File: src/design/dda_pkg.sv
package dda_pkg;

    // Depth of the segment queue between the setup divider and the pixel stepper.
    localparam int QUEUE_DEPTH = 2;
    localparam int QPTR_W      = $clog2(QUEUE_DEPTH);
    localparam int QCNT_W      = $clog2(QUEUE_DEPTH + 1);

    // Fill status of the segment queue.
    typedef struct packed {
        logic full;
        logic empty;
    } q_stat_t;

    // Setup sequencer states.
    typedef enum logic [2:0] {
        FE_IDLE = 3'b001,
        FE_DIV  = 3'b010,
        FE_PUSH = 3'b100
    } fe_state_t;

endpackage

File: src/design/dda_fifo.sv
module dda_fifo
    import dda_pkg::*;
#(
    parameter int W = 8
)
(
    input  logic         clk,
    input  logic         rst_n,
    input  logic         in_valid,
    input  logic [W-1:0] in_data,
    input  logic         out_pop,
    output logic [W-1:0] out_data,
    output q_stat_t      stat
);

    logic [W-1:0]      mem_reg [QUEUE_DEPTH];
    logic [QPTR_W-1:0] wr_ptr_reg;
    logic [QPTR_W-1:0] wr_ptr_next;
    logic [QPTR_W-1:0] rd_ptr_reg;
    logic [QPTR_W-1:0] rd_ptr_next;
    logic [QCNT_W-1:0] count_reg;
    logic [QCNT_W-1:0] count_next;
    logic              push;
    logic              pop;

    // Status and handshake qualification.
    assign stat.full  = (count_reg == QCNT_W'(QUEUE_DEPTH));
    assign stat.empty = (count_reg == '0);
    assign push       = in_valid && !stat.full;
    assign pop        = out_pop && !stat.empty;
    assign out_data   = mem_reg[rd_ptr_reg];

    // Pointer and count update.
    always_comb
    begin
        wr_ptr_next = wr_ptr_reg;
        rd_ptr_next = rd_ptr_reg;
        count_next  = count_reg;
        if (push)
        begin
            wr_ptr_next = (wr_ptr_reg == QPTR_W'(QUEUE_DEPTH - 1)) ? '0 : wr_ptr_reg + 1'b1;
        end
        if (pop)
        begin
            rd_ptr_next = (rd_ptr_reg == QPTR_W'(QUEUE_DEPTH - 1)) ? '0 : rd_ptr_reg + 1'b1;
        end
        if (push && !pop)
        begin
            count_next = count_reg + 1'b1;
        end
        else if (pop && !push)
        begin
            count_next = count_reg - 1'b1;
        end
    end

    always_ff @(posedge clk or negedge rst_n)
    begin
        if (!rst_n)
        begin
            wr_ptr_reg <= '0;
            rd_ptr_reg <= '0;
            count_reg  <= '0;
        end
        else
        begin
            wr_ptr_reg <= wr_ptr_next;
            rd_ptr_reg <= rd_ptr_next;
            count_reg  <= count_next;
        end
    end

    // Entry storage; no reset needed for payload.
    always_ff @(posedge clk)
    begin
        if (push)
        begin
            mem_reg[wr_ptr_reg] <= in_data;
        end
    end

endmodule

File: src/design/dda_front.sv
module dda_front
    import dda_pkg::*;
#(
    parameter int COORD_BITS = 6,
    parameter int FRAC_BITS  = 16
)
(
    input  logic                    clk,
    input  logic                    rst_n,
    input  logic                    in_valid,
    output logic                    in_ready,
    input  logic [COORD_BITS-1:0]   start_x,
    input  logic [COORD_BITS-1:0]   start_y,
    input  logic [COORD_BITS-1:0]   end_x,
    input  logic [COORD_BITS-1:0]   end_y,
    output logic                    job_valid,
    input  q_stat_t                 q_stat,
    output logic [COORD_BITS-1:0]   job_start_x,
    output logic [COORD_BITS-1:0]   job_start_y,
    output logic [FRAC_BITS+1:0]    job_step_x,
    output logic [FRAC_BITS+1:0]    job_step_y,
    output logic [COORD_BITS-1:0]   job_steps
);

    localparam int C     = COORD_BITS;
    localparam int F     = FRAC_BITS;
    localparam int DVD_W = C + F;
    localparam int CNT_W = $clog2(DVD_W + 1);

    fe_state_t       state_reg;
    fe_state_t       state_next;
    logic [C-1:0]    sx_reg;
    logic [C-1:0]    sy_reg;
    logic            neg_x_reg;
    logic            neg_y_reg;
    logic [C-1:0]    steps_reg;
    logic [DVD_W-1:0] dvd_x_reg;
    logic [DVD_W-1:0] dvd_y_reg;
    logic [C-1:0]    rem_x_reg;
    logic [C-1:0]    rem_y_reg;
    logic [F:0]      q_x_reg;
    logic [F:0]      q_y_reg;
    logic [CNT_W-1:0] cnt_reg;

    logic [C:0]      dx;
    logic [C:0]      dy;
    logic [C-1:0]    adx;
    logic [C-1:0]    ady;
    logic [C-1:0]    steps;
    logic [C:0]      trial_x;
    logic [C:0]      trial_y;
    logic            fit_x;
    logic            fit_y;
    logic            accept;

    assign in_ready  = (state_reg == FE_IDLE);
    assign accept    = in_valid && in_ready;
    assign job_valid = (state_reg == FE_PUSH);

    // Deltas, magnitudes and the step count of the incoming segment.
    assign dx    = {1'b0, end_x} - {1'b0, start_x};
    assign dy    = {1'b0, end_y} - {1'b0, start_y};
    assign adx   = dx[C] ? C'(-dx) : dx[C-1:0];
    assign ady   = dy[C] ? C'(-dy) : dy[C-1:0];
    assign steps = (adx > ady) ? adx : ady;

    // One restoring-division step per axis: shift in the next dividend bit.
    assign trial_x = {rem_x_reg, dvd_x_reg[DVD_W-1]};
    assign trial_y = {rem_y_reg, dvd_y_reg[DVD_W-1]};
    assign fit_x   = (trial_x >= {1'b0, steps_reg});
    assign fit_y   = (trial_y >= {1'b0, steps_reg});

    // Signed increments for the queue.
    assign job_start_x = sx_reg;
    assign job_start_y = sy_reg;
    assign job_steps   = steps_reg;
    assign job_step_x  = neg_x_reg ? (F + 2)'(-{1'b0, q_x_reg}) : {1'b0, q_x_reg};
    assign job_step_y  = neg_y_reg ? (F + 2)'(-{1'b0, q_y_reg}) : {1'b0, q_y_reg};

    // Sequencer: accept, divide, hand off to the queue.
    always_comb
    begin
        state_next = state_reg;
        unique case (state_reg)
            FE_IDLE:
            begin
                if (accept)
                begin
                    state_next = (steps == '0) ? FE_PUSH : FE_DIV;
                end
            end
            FE_DIV:
            begin
                if (cnt_reg == CNT_W'(1))
                begin
                    state_next = FE_PUSH;
                end
            end
            FE_PUSH:
            begin
                if (!q_stat.full)
                begin
                    state_next = FE_IDLE;
                end
            end
            default:
            begin
                state_next = FE_IDLE;
            end
        endcase
    end

    always_ff @(posedge clk or negedge rst_n)
    begin
        if (!rst_n)
        begin
            state_reg <= FE_IDLE;
        end
        else
        begin
            state_reg <= state_next;
        end
    end

    // Datapath registers.
    always_ff @(posedge clk)
    begin
        if (accept)
        begin
            sx_reg    <= start_x;
            sy_reg    <= start_y;
            neg_x_reg <= dx[C];
            neg_y_reg <= dy[C];
            steps_reg <= steps;
            dvd_x_reg <= {adx, F'(0)};
            dvd_y_reg <= {ady, F'(0)};
            rem_x_reg <= '0;
            rem_y_reg <= '0;
            q_x_reg   <= '0;
            q_y_reg   <= '0;
            cnt_reg   <= CNT_W'(DVD_W);
        end
        else if (state_reg == FE_DIV)
        begin
            dvd_x_reg <= {dvd_x_reg[DVD_W-2:0], 1'b0};
            dvd_y_reg <= {dvd_y_reg[DVD_W-2:0], 1'b0};
            rem_x_reg <= fit_x ? C'(trial_x - {1'b0, steps_reg}) : trial_x[C-1:0];
            rem_y_reg <= fit_y ? C'(trial_y - {1'b0, steps_reg}) : trial_y[C-1:0];
            q_x_reg   <= {q_x_reg[F-1:0], fit_x};
            q_y_reg   <= {q_y_reg[F-1:0], fit_y};
            cnt_reg   <= cnt_reg - 1'b1;
        end
    end

endmodule

File: src/design/dda_back.sv
module dda_back
    import dda_pkg::*;
#(
    parameter int COORD_BITS = 6,
    parameter int FRAC_BITS  = 16
)
(
    input  logic                    clk,
    input  logic                    rst_n,
    input  q_stat_t                 q_stat,
    output logic                    q_pop,
    input  logic [COORD_BITS-1:0]   job_start_x,
    input  logic [COORD_BITS-1:0]   job_start_y,
    input  logic [FRAC_BITS+1:0]    job_step_x,
    input  logic [FRAC_BITS+1:0]    job_step_y,
    input  logic [COORD_BITS-1:0]   job_steps,
    output logic                    out_valid,
    input  logic                    out_ready,
    output logic [COORD_BITS-1:0]   pixel_x,
    output logic [COORD_BITS-1:0]   pixel_y,
    output logic                    last_pixel
);

    localparam int C     = COORD_BITS;
    localparam int F     = FRAC_BITS;
    localparam int ACC_W = C + F;

    logic             busy_reg;
    logic [ACC_W-1:0] acc_x_reg;
    logic [ACC_W-1:0] acc_y_reg;
    logic [F+1:0]     step_x_reg;
    logic [F+1:0]     step_y_reg;
    logic [C-1:0]     left_reg;
    logic             valid_reg;
    logic [C-1:0]     pix_x_reg;
    logic [C-1:0]     pix_y_reg;
    logic             last_reg;
    logic [ACC_W-1:0] acc_x_next;
    logic [ACC_W-1:0] acc_y_next;
    logic             slot_free;
    logic             advance;

    assign out_valid  = valid_reg;
    assign pixel_x    = pix_x_reg;
    assign pixel_y    = pix_y_reg;
    assign last_pixel = last_reg;

    // The output register takes a new pixel when empty or being drained.
    assign slot_free = !valid_reg || out_ready;
    assign q_pop     = !busy_reg && !q_stat.empty && slot_free;
    assign advance   = busy_reg && slot_free;

    // The accumulators carry a bias of one half, so the integer field is the rounded value.
    assign acc_x_next = acc_x_reg + {{(ACC_W - F - 2){step_x_reg[F+1]}}, step_x_reg};
    assign acc_y_next = acc_y_reg + {{(ACC_W - F - 2){step_y_reg[F+1]}}, step_y_reg};

    // Control: segment busy flag and output valid.
    always_ff @(posedge clk or negedge rst_n)
    begin
        if (!rst_n)
        begin
            busy_reg  <= 1'b0;
            valid_reg <= 1'b0;
        end
        else
        begin
            if (q_pop)
            begin
                busy_reg <= (job_steps != '0);
            end
            else if (advance && (left_reg == C'(1)))
            begin
                busy_reg <= 1'b0;
            end
            if (q_pop || advance)
            begin
                valid_reg <= 1'b1;
            end
            else if (out_ready)
            begin
                valid_reg <= 1'b0;
            end
        end
    end

    // Stepping datapath and output payload.
    always_ff @(posedge clk)
    begin
        if (q_pop)
        begin
            acc_x_reg  <= {job_start_x, 1'b1, (F - 1)'(0)};
            acc_y_reg  <= {job_start_y, 1'b1, (F - 1)'(0)};
            step_x_reg <= job_step_x;
            step_y_reg <= job_step_y;
            left_reg   <= job_steps;
            pix_x_reg  <= job_start_x;
            pix_y_reg  <= job_start_y;
            last_reg   <= (job_steps == '0);
        end
        else if (advance)
        begin
            acc_x_reg <= acc_x_next;
            acc_y_reg <= acc_y_next;
            left_reg  <= left_reg - 1'b1;
            pix_x_reg <= acc_x_next[ACC_W-1:F];
            pix_y_reg <= acc_y_next[ACC_W-1:F];
            last_reg  <= (left_reg == C'(1));
        end
    end

endmodule

File: src/design/dda_line_rasterizer.sv
// DDA line rasterizer. Each input word is one segment (start and end point); the block
// emits the start pixel and then one pixel per step, where the step count is the larger of
// the absolute x and y deltas, and flags the final pixel with tlast. A setup unit computes
// both fixed-point increments with a radix-2 restoring divider that retires one quotient bit
// per cycle; a segment whose points are equal skips the divider. A two-entry queue feeds
// the pixel stepper, which emits one pixel per cycle while m_tready is high and a segment
// is queued, steps + 1 pixels per segment (up to 64 at the default sizes). Setup of the
// next segment overlaps the stepping of the current one; setup waits while the queue is full.
module dda_line_rasterizer
    import dda_pkg::*;
#(
    parameter int COORD_BITS = 6,
    parameter int FRAC_BITS  = 16
)
(
    input  logic clk,
    input  logic rst_n,
    input  logic s_tvalid,
    output logic s_tready,
    // Fields from bit 0: start_x, start_y, end_x, end_y, zero fill.
    input  logic [((4 * COORD_BITS + 7) / 8) * 8 - 1:0] s_tdata,
    output logic m_tvalid,
    input  logic m_tready,
    // Fields from bit 0: pixel_x, pixel_y, zero fill.
    output logic [((2 * COORD_BITS + 7) / 8) * 8 - 1:0] m_tdata,
    output logic m_tlast
);

    localparam int C     = COORD_BITS;
    localparam int F     = FRAC_BITS;
    localparam int OUT_W = ((2 * C + 7) / 8) * 8;
    localparam int JOB_W = 3 * C + 2 * (F + 2);

    logic [C-1:0]     fe_sx;
    logic [C-1:0]     fe_sy;
    logic [F+1:0]     fe_step_x;
    logic [F+1:0]     fe_step_y;
    logic [C-1:0]     fe_steps;
    logic             fe_valid;
    q_stat_t          q_stat;
    logic             q_pop;
    logic [JOB_W-1:0] q_in;
    logic [JOB_W-1:0] q_out;
    logic [C-1:0]     pixel_x;
    logic [C-1:0]     pixel_y;

    // Segment setup: deltas, step count and increments.
    dda_front #(
        .COORD_BITS (COORD_BITS),
        .FRAC_BITS  (FRAC_BITS)
    ) u_front (
        .clk         (clk),
        .rst_n       (rst_n),
        .in_valid    (s_tvalid),
        .in_ready    (s_tready),
        .start_x     (s_tdata[C-1:0]),
        .start_y     (s_tdata[2*C-1:C]),
        .end_x       (s_tdata[3*C-1:2*C]),
        .end_y       (s_tdata[4*C-1:3*C]),
        .job_valid   (fe_valid),
        .q_stat      (q_stat),
        .job_start_x (fe_sx),
        .job_start_y (fe_sy),
        .job_step_x  (fe_step_x),
        .job_step_y  (fe_step_y),
        .job_steps   (fe_steps)
    );

    // Queue of prepared segments.
    assign q_in = {fe_steps, fe_step_y, fe_step_x, fe_sy, fe_sx};

    dda_fifo #(
        .W (JOB_W)
    ) u_fifo (
        .clk      (clk),
        .rst_n    (rst_n),
        .in_valid (fe_valid),
        .in_data  (q_in),
        .out_pop  (q_pop),
        .out_data (q_out),
        .stat     (q_stat)
    );

    // Pixel stepper with output register.
    dda_back #(
        .COORD_BITS (COORD_BITS),
        .FRAC_BITS  (FRAC_BITS)
    ) u_back (
        .clk         (clk),
        .rst_n       (rst_n),
        .q_stat      (q_stat),
        .q_pop       (q_pop),
        .job_start_x (q_out[C-1:0]),
        .job_start_y (q_out[2*C-1:C]),
        .job_step_x  (q_out[2*C+F+1:2*C]),
        .job_step_y  (q_out[2*C+2*F+3:2*C+F+2]),
        .job_steps   (q_out[JOB_W-1:JOB_W-C]),
        .out_valid   (m_tvalid),
        .out_ready   (m_tready),
        .pixel_x     (pixel_x),
        .pixel_y     (pixel_y),
        .last_pixel  (m_tlast)
    );

    assign m_tdata = OUT_W'({pixel_y, pixel_x});

    // The setup unit is not ready in the cycle after it takes a segment.
    assert property (@(posedge clk) disable iff (!rst_n)
        (s_tvalid && s_tready) |=> !s_tready)
        else $error("setup unit accepted two segments back to back");

    // The queue cannot report full and empty at once.
    assert property (@(posedge clk) disable iff (!rst_n)
        !(q_stat.full && q_stat.empty))
        else $error("queue status inconsistent");

    // A segment is popped only when the output register can take its start pixel.
    assert property (@(posedge clk) disable iff (!rst_n)
        q_pop |-> (!m_tvalid || m_tready))
        else $error("segment popped while output word stalled");

    // A pop always produces an output word in the next cycle.
    assert property (@(posedge clk) disable iff (!rst_n)
        q_pop |=> m_tvalid)
        else $error("start pixel missing after pop");

endmodule

File: config.mk
export PLATFORM = sky130hd
export DESIGN_NAME = dda_line_rasterizer
export DESIGN_NICKNAME = d
export VERILOG_FILES = /design/src/design/dda_pkg.sv /design/src/design/dda_fifo.sv /design/src/design/dda_front.sv /design/src/design/dda_back.sv /design/src/design/dda_line_rasterizer.sv
export SDC_FILE = /design/constraint.sdc
export NUM_CORES = 1
export LEC_CHECK = 0
export CAP_MARGIN = 25
export CORE_MARGIN = 3
export CORE_UTILIZATION = 55
export DETAILED_ROUTE_END_ITERATION = 12
export DONT_BUFFER_PORTS = 1
export GPL_TIMING_DRIVEN = 0
export PLACE_DENSITY = 0.73
export SETUP_SLACK_MARGIN = 0.5
export SLEW_MARGIN = 20
export SYNTH_ARGS = -nofsm -noshare
export SYNTH_HDL_FRONTEND = slang
export SYNTH_HIERARCHICAL = 1
export SYNTH_SLANG_ARGS = --single-unit
File: constraint.sdc
create_clock -name clk -period 3.7 [get_ports clk]
set_clock_uncertainty 0.05 [all_clocks]
set_input_delay 0.74 -clock clk [delete_from_list [all_inputs] [get_ports clk]]
set_output_delay 0.74 -clock clk [all_outputs]
set_load 0.05 [all_outputs]
==> impl_metrics.tcl, run 1 <==
set metrics [dict create \
    cp_cell_sequence "inv_12 > ha_4 > fa_2 > nand2b_1 > a21o_1 > o211a_1 > xnor2_2 > inv_1 > ha_1 > and4_4 > a21oi_4 > a32oi_4 > buf_6 > mux2_4 > a41o_1" \
    first_pass_iters 5 \
    ys_ff_latch 299 \
    max_freq_mhz 276 \
    r2r_slack_ns 0.66 \
    clk_pin_slew_ns 0.06 \
    finalCoreUtilization 0.647 \
    initial_core_util 0.565 \
    dieArea_mm2 0.0299 \
    rsz0062_at_grt "yes" \
    overflow 0 \
    chipHeight_um 173 \
    grt_pass1_vias 10200 \
    timing.slew.headroom 0.488 \
    routed.top_layer "met4" \
    grt_max_degree 54 \
    async_flop_share 0.0301 \
    synth_edf_count 207 \
    postSynthCellCount 1352 \
    p_comb_frac 0.431 \
    wl_met3_um 1340 \
    wl_per_cell_um 18.0 \
    viasPerCell 5.68 \
    synth_area_leaders "edfxtp_1, dfxtp_1, ha_1" \
    crit_type "in -> reg" \
    cts_tree "yes" \
    die_width_um 173 \
    crit_arrival_ns 3.97 \
    cp_slowest_cell "fa_2" \
    p_total_mw 15.2 \
    drc 0 \
    synth_common_cells "edfxtp_1, nand2_1, o21ai_0" \
    critPathMaxFanout 4 \
    num_antenna_cells 0 \
    fin_ws_ns 0.0753 \
    power_density_mw_per_mm2 867 \
    worstSetupEndpointType "flop" \
    drtAntennaViolNets 0 \
    drt_iter0_drc 758 \
    place.gp.congestion 0.890 \
    endpoint "u_front/state_reg[2]$_DFFE_PN0P_" \
    clk-insertion-delay-late_ns 0.52 \
    share_seq_of_total_power 0.358 \
    power_frac_clock 0.211 \
    min_path_type "in -> reg" \
    wl_met1_um 14900 \
    r2r_start "u_back/step_x_reg[0]$_DFFE_PP_" \
    preCtsSetupSlack_ns -1.03 \
    startpoint "s_tdata[12]" \
    post-synth-top-count-cell "edfxtp_1" \
    drive_above_1_share 0.152 \
    grt_pass1_wl_um 53200 \
    power_switching_mw 5.68 \
    ir_worst_vdd_v 0.000640 \
    wirelength_um 32700 \
    synthFlopType "edfxtp_1" \
    dpl_cell_area_mm2 0.0161 \
    cts.sinks 299 \
    yosys_warnings 6 \
    final_nets 1534 \
    final_cells 1816 \
    coreArea_mm2 0.0272 \
    h-tree-depth 2 \
    regToRegEndpoint "u_back/pixel_x[2]$_DFFE_PP_" \
    ff2ff_path_depth 9 \
    fin_crit_sh 0.980 \
    dp_cells 1731 \
    fill_cells 2013 \
    cts_buffers 34 \
    cellLeakagePower_nw 6.92 \
    vias 10300 \
    clockBufferDepth 3 \
    worstSetupStartpointType "input port" \
    syn_to_final_growth_pct 14.6 \
    avgSynthCellArea_um2 11.3 \
    outcome "finished, final reports clean" \
    fp-row-count 60 \
    ctsRootBufferMaster "clkbuf_16" \
    switching_share 0.373 \
    crit_family "compound AO/OA/AOI/OAI gates" \
    ios 47 \
    finalHoldViolCount 0 \
    crit_path_max_incr_delay_ns 0.44 \
    largest_register_ffs 108 \
    port_buffers 0 \
    critPathRequiredTime_ns 4.04 \
    worst_slew_pin_slew_ns 0.767 \
    fin_crit_ns 3.62 \
    antenna_found_initial 0 \
    p_int_mw 9.56 \
    path_buf_inv 3 \
    seq_area_frac_synth 0.528 \
    maxSlewViolCount 0 \
    hpwl_um 23300 \
    setup_viol 0 \
    syn_area_mm2 0.0153 \
    synth_top_area_frac 0.405 \
    drv_cap 0 \
    ys_types 80 \
    wl_met2_um 15900 \
    fin_area_mm2 0.0176 \
    grtUsageTotal 0.218 \
    cp.depth 15 \
    synth_top_area_cell "edfxtp_1" \
]
-- timing repair --
action	CTS	global route
setup endpoints to repair	21	60
pin swaps	19	20
hold endpoints to repair	8	1
setup buffers	14	8
hold buffers	1	1
gates resized for setup	28	23
-- placed cells by master (no fill, tap or decap), types with 21 or more instances in the layout --
master and n:
a21o_1 21, a21oi_1 71, buf_4 26, clkbuf_1 54
clkbuf_16 34, dfxtp_1 83, edfxtp_1 207, ha_1 75
inv_1 49, mux2_4 52, nand2_1 166, nand3_1 55
nor2_1 61, o21ai_0 91, xnor2_1 63
-- how the worst min path moves through the flow --
stage	from	to	depth (start not counted)
global placement	u_front/job_start_y[4]$_DFFE_PP_	u_fifo/mem_reg[0][10]$_DFFE_PP_	0
CTS	rst_n	u_front/state_reg[0]$_DFFE_PN1P_	0
finish	s_tdata[7]	u_front/job_start_y[1]$_DFFE_PP_	0
global route	s_tdata[7]	u_front/job_start_y[1]$_DFFE_PP_	0
floorplan	u_front/job_start_x[0]$_DFFE_PP_	u_fifo/mem_reg[0][0]$_DFFE_PP_	0
detailed placement	u_front/job_start_x[2]$_DFFE_PP_	u_fifo/mem_reg[1][2]$_DFFE_PP_	0
-- worst reg2reg max path: cells and delay by family, from the launching register on --
| family | cells | cell delay (ns) |
|---|---|---|
| compound gates | 4 | 1.19 |
| xor+xnor | 1 | 0.14 |
| simple gates | 1 | 0.10 |
| fa+ha+maj | 2 | 0.67 |
| mux | 1 | 0.28 |
| flops | 1 | 0.37 |
-- area by class of cell --
cell class	count	area, µm²	area share
multi-input cells	939	7070	0.402
well taps	372	465	0.0265
flip-flops and latches	299	8100	0.461
clock buffers	46	906	0.0515
plain buffers	60	342	0.0194
repair buffers	28	288	0.0164
inverters	57	243	0.0138
clock inverters	15	169	0.00961
-- power groups by stage --
stage / Clock, mW / Combinational [mW] / Sequential, mW
finish: 3.22 / 6.57 / 5.46
detailed placement: 0 / 6.21 / 5.52
global placement: 0 / 6.04 / 5.49
CTS: 3.28 / 6.39 / 5.46
global route: 3.45 / 7.30 / 5.54
floorplan: 0 / 4.97 / 5.37
-- logic make-up (layout without fill, tap and decap cells) --
logic type      Yosys count  in the layout  share of synthesized area
simple gates            386            386                      0.117
flops                   299            299                      0.528
compound gates          289            289                      0.120
buf+inv                 117            206                     0.0359
xor+xnor                 91             91                     0.0524
fa+ha+maj                87             87                     0.0739
mux                      82             82                     0.0722
other cells               1              4                   0.000244
-- layer usage --
metal,up-vias,track usage
li1,5085,-
met3,37,0.0301
met4,0,0.0554
met5,-,0
met1,4945,0.302
met2,241,0.364
-- per-stage QoR --
step / TNS (ns) / hold WS (ns)
finish: 0 / 0.266
CTS: 0 / 0.00518
global placement: -4.77 / 0.377
global route: -0.0242 / 0.243
detailed placement: -5.25 / 0.394
floorplan: -1.15 / 0.371
No activity file was read; power rests on OpenSTA's default activity.
==> inputs of run 2 (changes only) <==
CTS_CLUSTER_DIAMETER = 120   (was default)
RECOVER_POWER = 50   (was default)
==> impl_metrics.tcl, run 2 (synthesized netlist as in run 1, its figures left out) <==
set metrics [dict create \
    cts.sinks 299 \
    worst_slew_pin_slew_ns 0.792 \
    critPathRequiredTime_ns 4.04 \
    path_buf_inv 3 \
    worstSetupStartpointType "input port" \
    h-tree-depth 2 \
    timing.slew.headroom 0.472 \
    fin_crit_sh 0.981 \
    place.gp.congestion 0.890 \
    chipHeight_um 173 \
    wl_met2_um 15900 \
    wl_met1_um 15000 \
    dpl_cell_area_mm2 0.0161 \
    crit_type "in -> reg" \
    layout_common_cells "edfxtp_1, nand2_1, o21ai_0" \
    routed.top_layer "met4" \
    coreArea_mm2 0.0272 \
    first_pass_iters 5 \
    max_freq_mhz 276 \
    num_antenna_cells 0 \
    r2r_start "u_fifo/rd_ptr_reg$_DFFE_PN0P_" \
    clockBufferDepth 3 \
    clk_pin_slew_ns 0.06 \
    r2r_slack_ns 0.49 \
    cp_cell_sequence "inv_12 > ha_4 > fa_2 > nand2b_1 > a21o_1 > o211a_1 > xnor2_2 > inv_1 > ha_1 > and4_4 > a21oi_4 > a32oi_4 > buf_6 > mux2_4 > a41o_1" \
    power_density_mw_per_mm2 866 \
    min_delay_path_depth 0 \
    antenna_found_initial 0 \
    largest_register_ffs 108 \
    outcome "finished, final reports clean" \
    dieArea_mm2 0.0299 \
    setup_viol 0 \
    syn_to_final_growth_pct 13.4 \
    critPathMaxFanout 4 \
    regToRegEndpoint "u_back/last_pixel$_DFFE_PP_" \
    wirelength_um 32800 \
    rsz0062_at_grt "yes" \
    cellLeakagePower_nw 6.78 \
    ios 47 \
    crit_family "compound AO/OA/AOI/OAI gates" \
    drc 0 \
    fin_area_mm2 0.0174 \
    cts_buffers 34 \
    finalHoldViolCount 0 \
    vias 10400 \
    crit_path_max_incr_delay_ns 0.44 \
    fin_hold_ws_ns 0.267 \
    die_width_um 173 \
    worstSetupEndpointType "flop" \
    fp-row-count 60 \
    drt_iter0_drc 754 \
    holdPathEnd "u_front/job_start_y[1]$_DFFE_PP_" \
    wl_met3_um 1320 \
    min_path_type "in -> reg" \
    final_nets 1534 \
    drv_cap 0 \
    ir_worst_vdd_v 0.000643 \
    viasPerCell 5.71 \
    maxSlewViolCount 0 \
    initial_core_util 0.565 \
    min-delay-start "s_tdata[7]" \
    port_buffers 0 \
    grt_max_degree 54 \
    grt_pass1_vias 10200 \
    hpwl_um 23300 \
    ctsRootBufferMaster "clkbuf_16" \
    drtAntennaViolNets 0 \
    cp_slowest_cell "fa_2" \
    drive_above_1_share 0.128 \
    ff2ff_path_depth 7 \
    crit_arrival_ns 3.97 \
    fin_crit_ns 3.63 \
    grtUsageTotal 0.218 \
    overflow 0 \
    final_common_cell "edfxtp_1" \
    clk-insertion-delay-late_ns 0.52 \
    wl_per_cell_um 18.0 \
    cts_tree "yes" \
    grt_pass1_wl_um 53200 \
]
[run 2: through the flow]
step	setup TNS [ns]	power (mW)	util	std cells	worst slack (ns)
after floorplan	-1.15	10.3	-	1355	-0.355
after global placement	-4.77	11.5	0.587	1727	-0.953
after detailed placement	-5.25	11.7	0.591	1731	-1.03
after CTS	0	15.1	0.640	1807	0.0860
after global routing	-0.0242	16.1	0.640	1816	-0.0242
final	0	15.1	0.640	1816	0.0707
[run 2: worst register-to-register path: stages, from the launching register on]
cell	delay, ns
dfrtp_1	0.32
clkbuf_1	0.56
clkbuf_1	0.67
mux2_4	0.37
or4_1	0.53
nor3_1	0.24
nand2_1	0.10
o21ai_0	0.17
[run 2: final cells by class]
class                   instances  area, µm²
plain buffers                  60        269
clock buffers                  46        906
clock inverters                15        169
fillers                      2058       9780
inverters                      57        243
multi-input cells             939       6950
flip-flops and latches        299       8100
well taps                     372        465
repair buffers                 28        288
[run 2: where the power goes]
| part | internal, mW | switching [mW] |
|---|---|---|
| logic | 2.72 | 3.67 |
| registers | 4.75 | 0.709 |
| clock network | 1.94 | 1.28 |
| total | 9.41 | 5.66 |
[run 2: worst max path at each step]
stage / slack, ns / depth (start not counted) / start / end
3_3_place_gp: -0.95 / 17 / s_tdata[18] / u_front/state_reg[2]$_DFFE_PN0P_
3_5_place_dp: -1.03 / 17 / s_tdata[18] / u_front/state_reg[2]$_DFFE_PN0P_
5_1_grt: -0.02 / 16 / s_tdata[12] / u_front/state_reg[2]$_DFFE_PN0P_
2_1_floorplan: -0.36 / 17 / s_tdata[12] / u_front/state_reg[2]$_DFFE_PN0P_
6_report: 0.07 / 15 / s_tdata[12] / u_front/state_reg[2]$_DFFE_PN0P_
4_1_cts: 0.09 / 17 / s_tdata[18] / u_front/state_reg[2]$_DFFE_PN0P_
[run 2: repair_timing]
item / 4_1_cts / 5_1_grt
pin swaps: 19 / 20
hold buffers: 1 / 1
hold endpoints to repair: 8 / 1
gates resized for setup: 28 / 23
endpoints found under the setup margin: 21 / 60
buffers inserted: 14 / 8
[run 2: layer usage]
metal,vias up,global-route usage
met3,41,0.0301
met1,5014,0.302
met5,-,0
met2,234,0.364
li1,5074,-
met4,0,0.0554
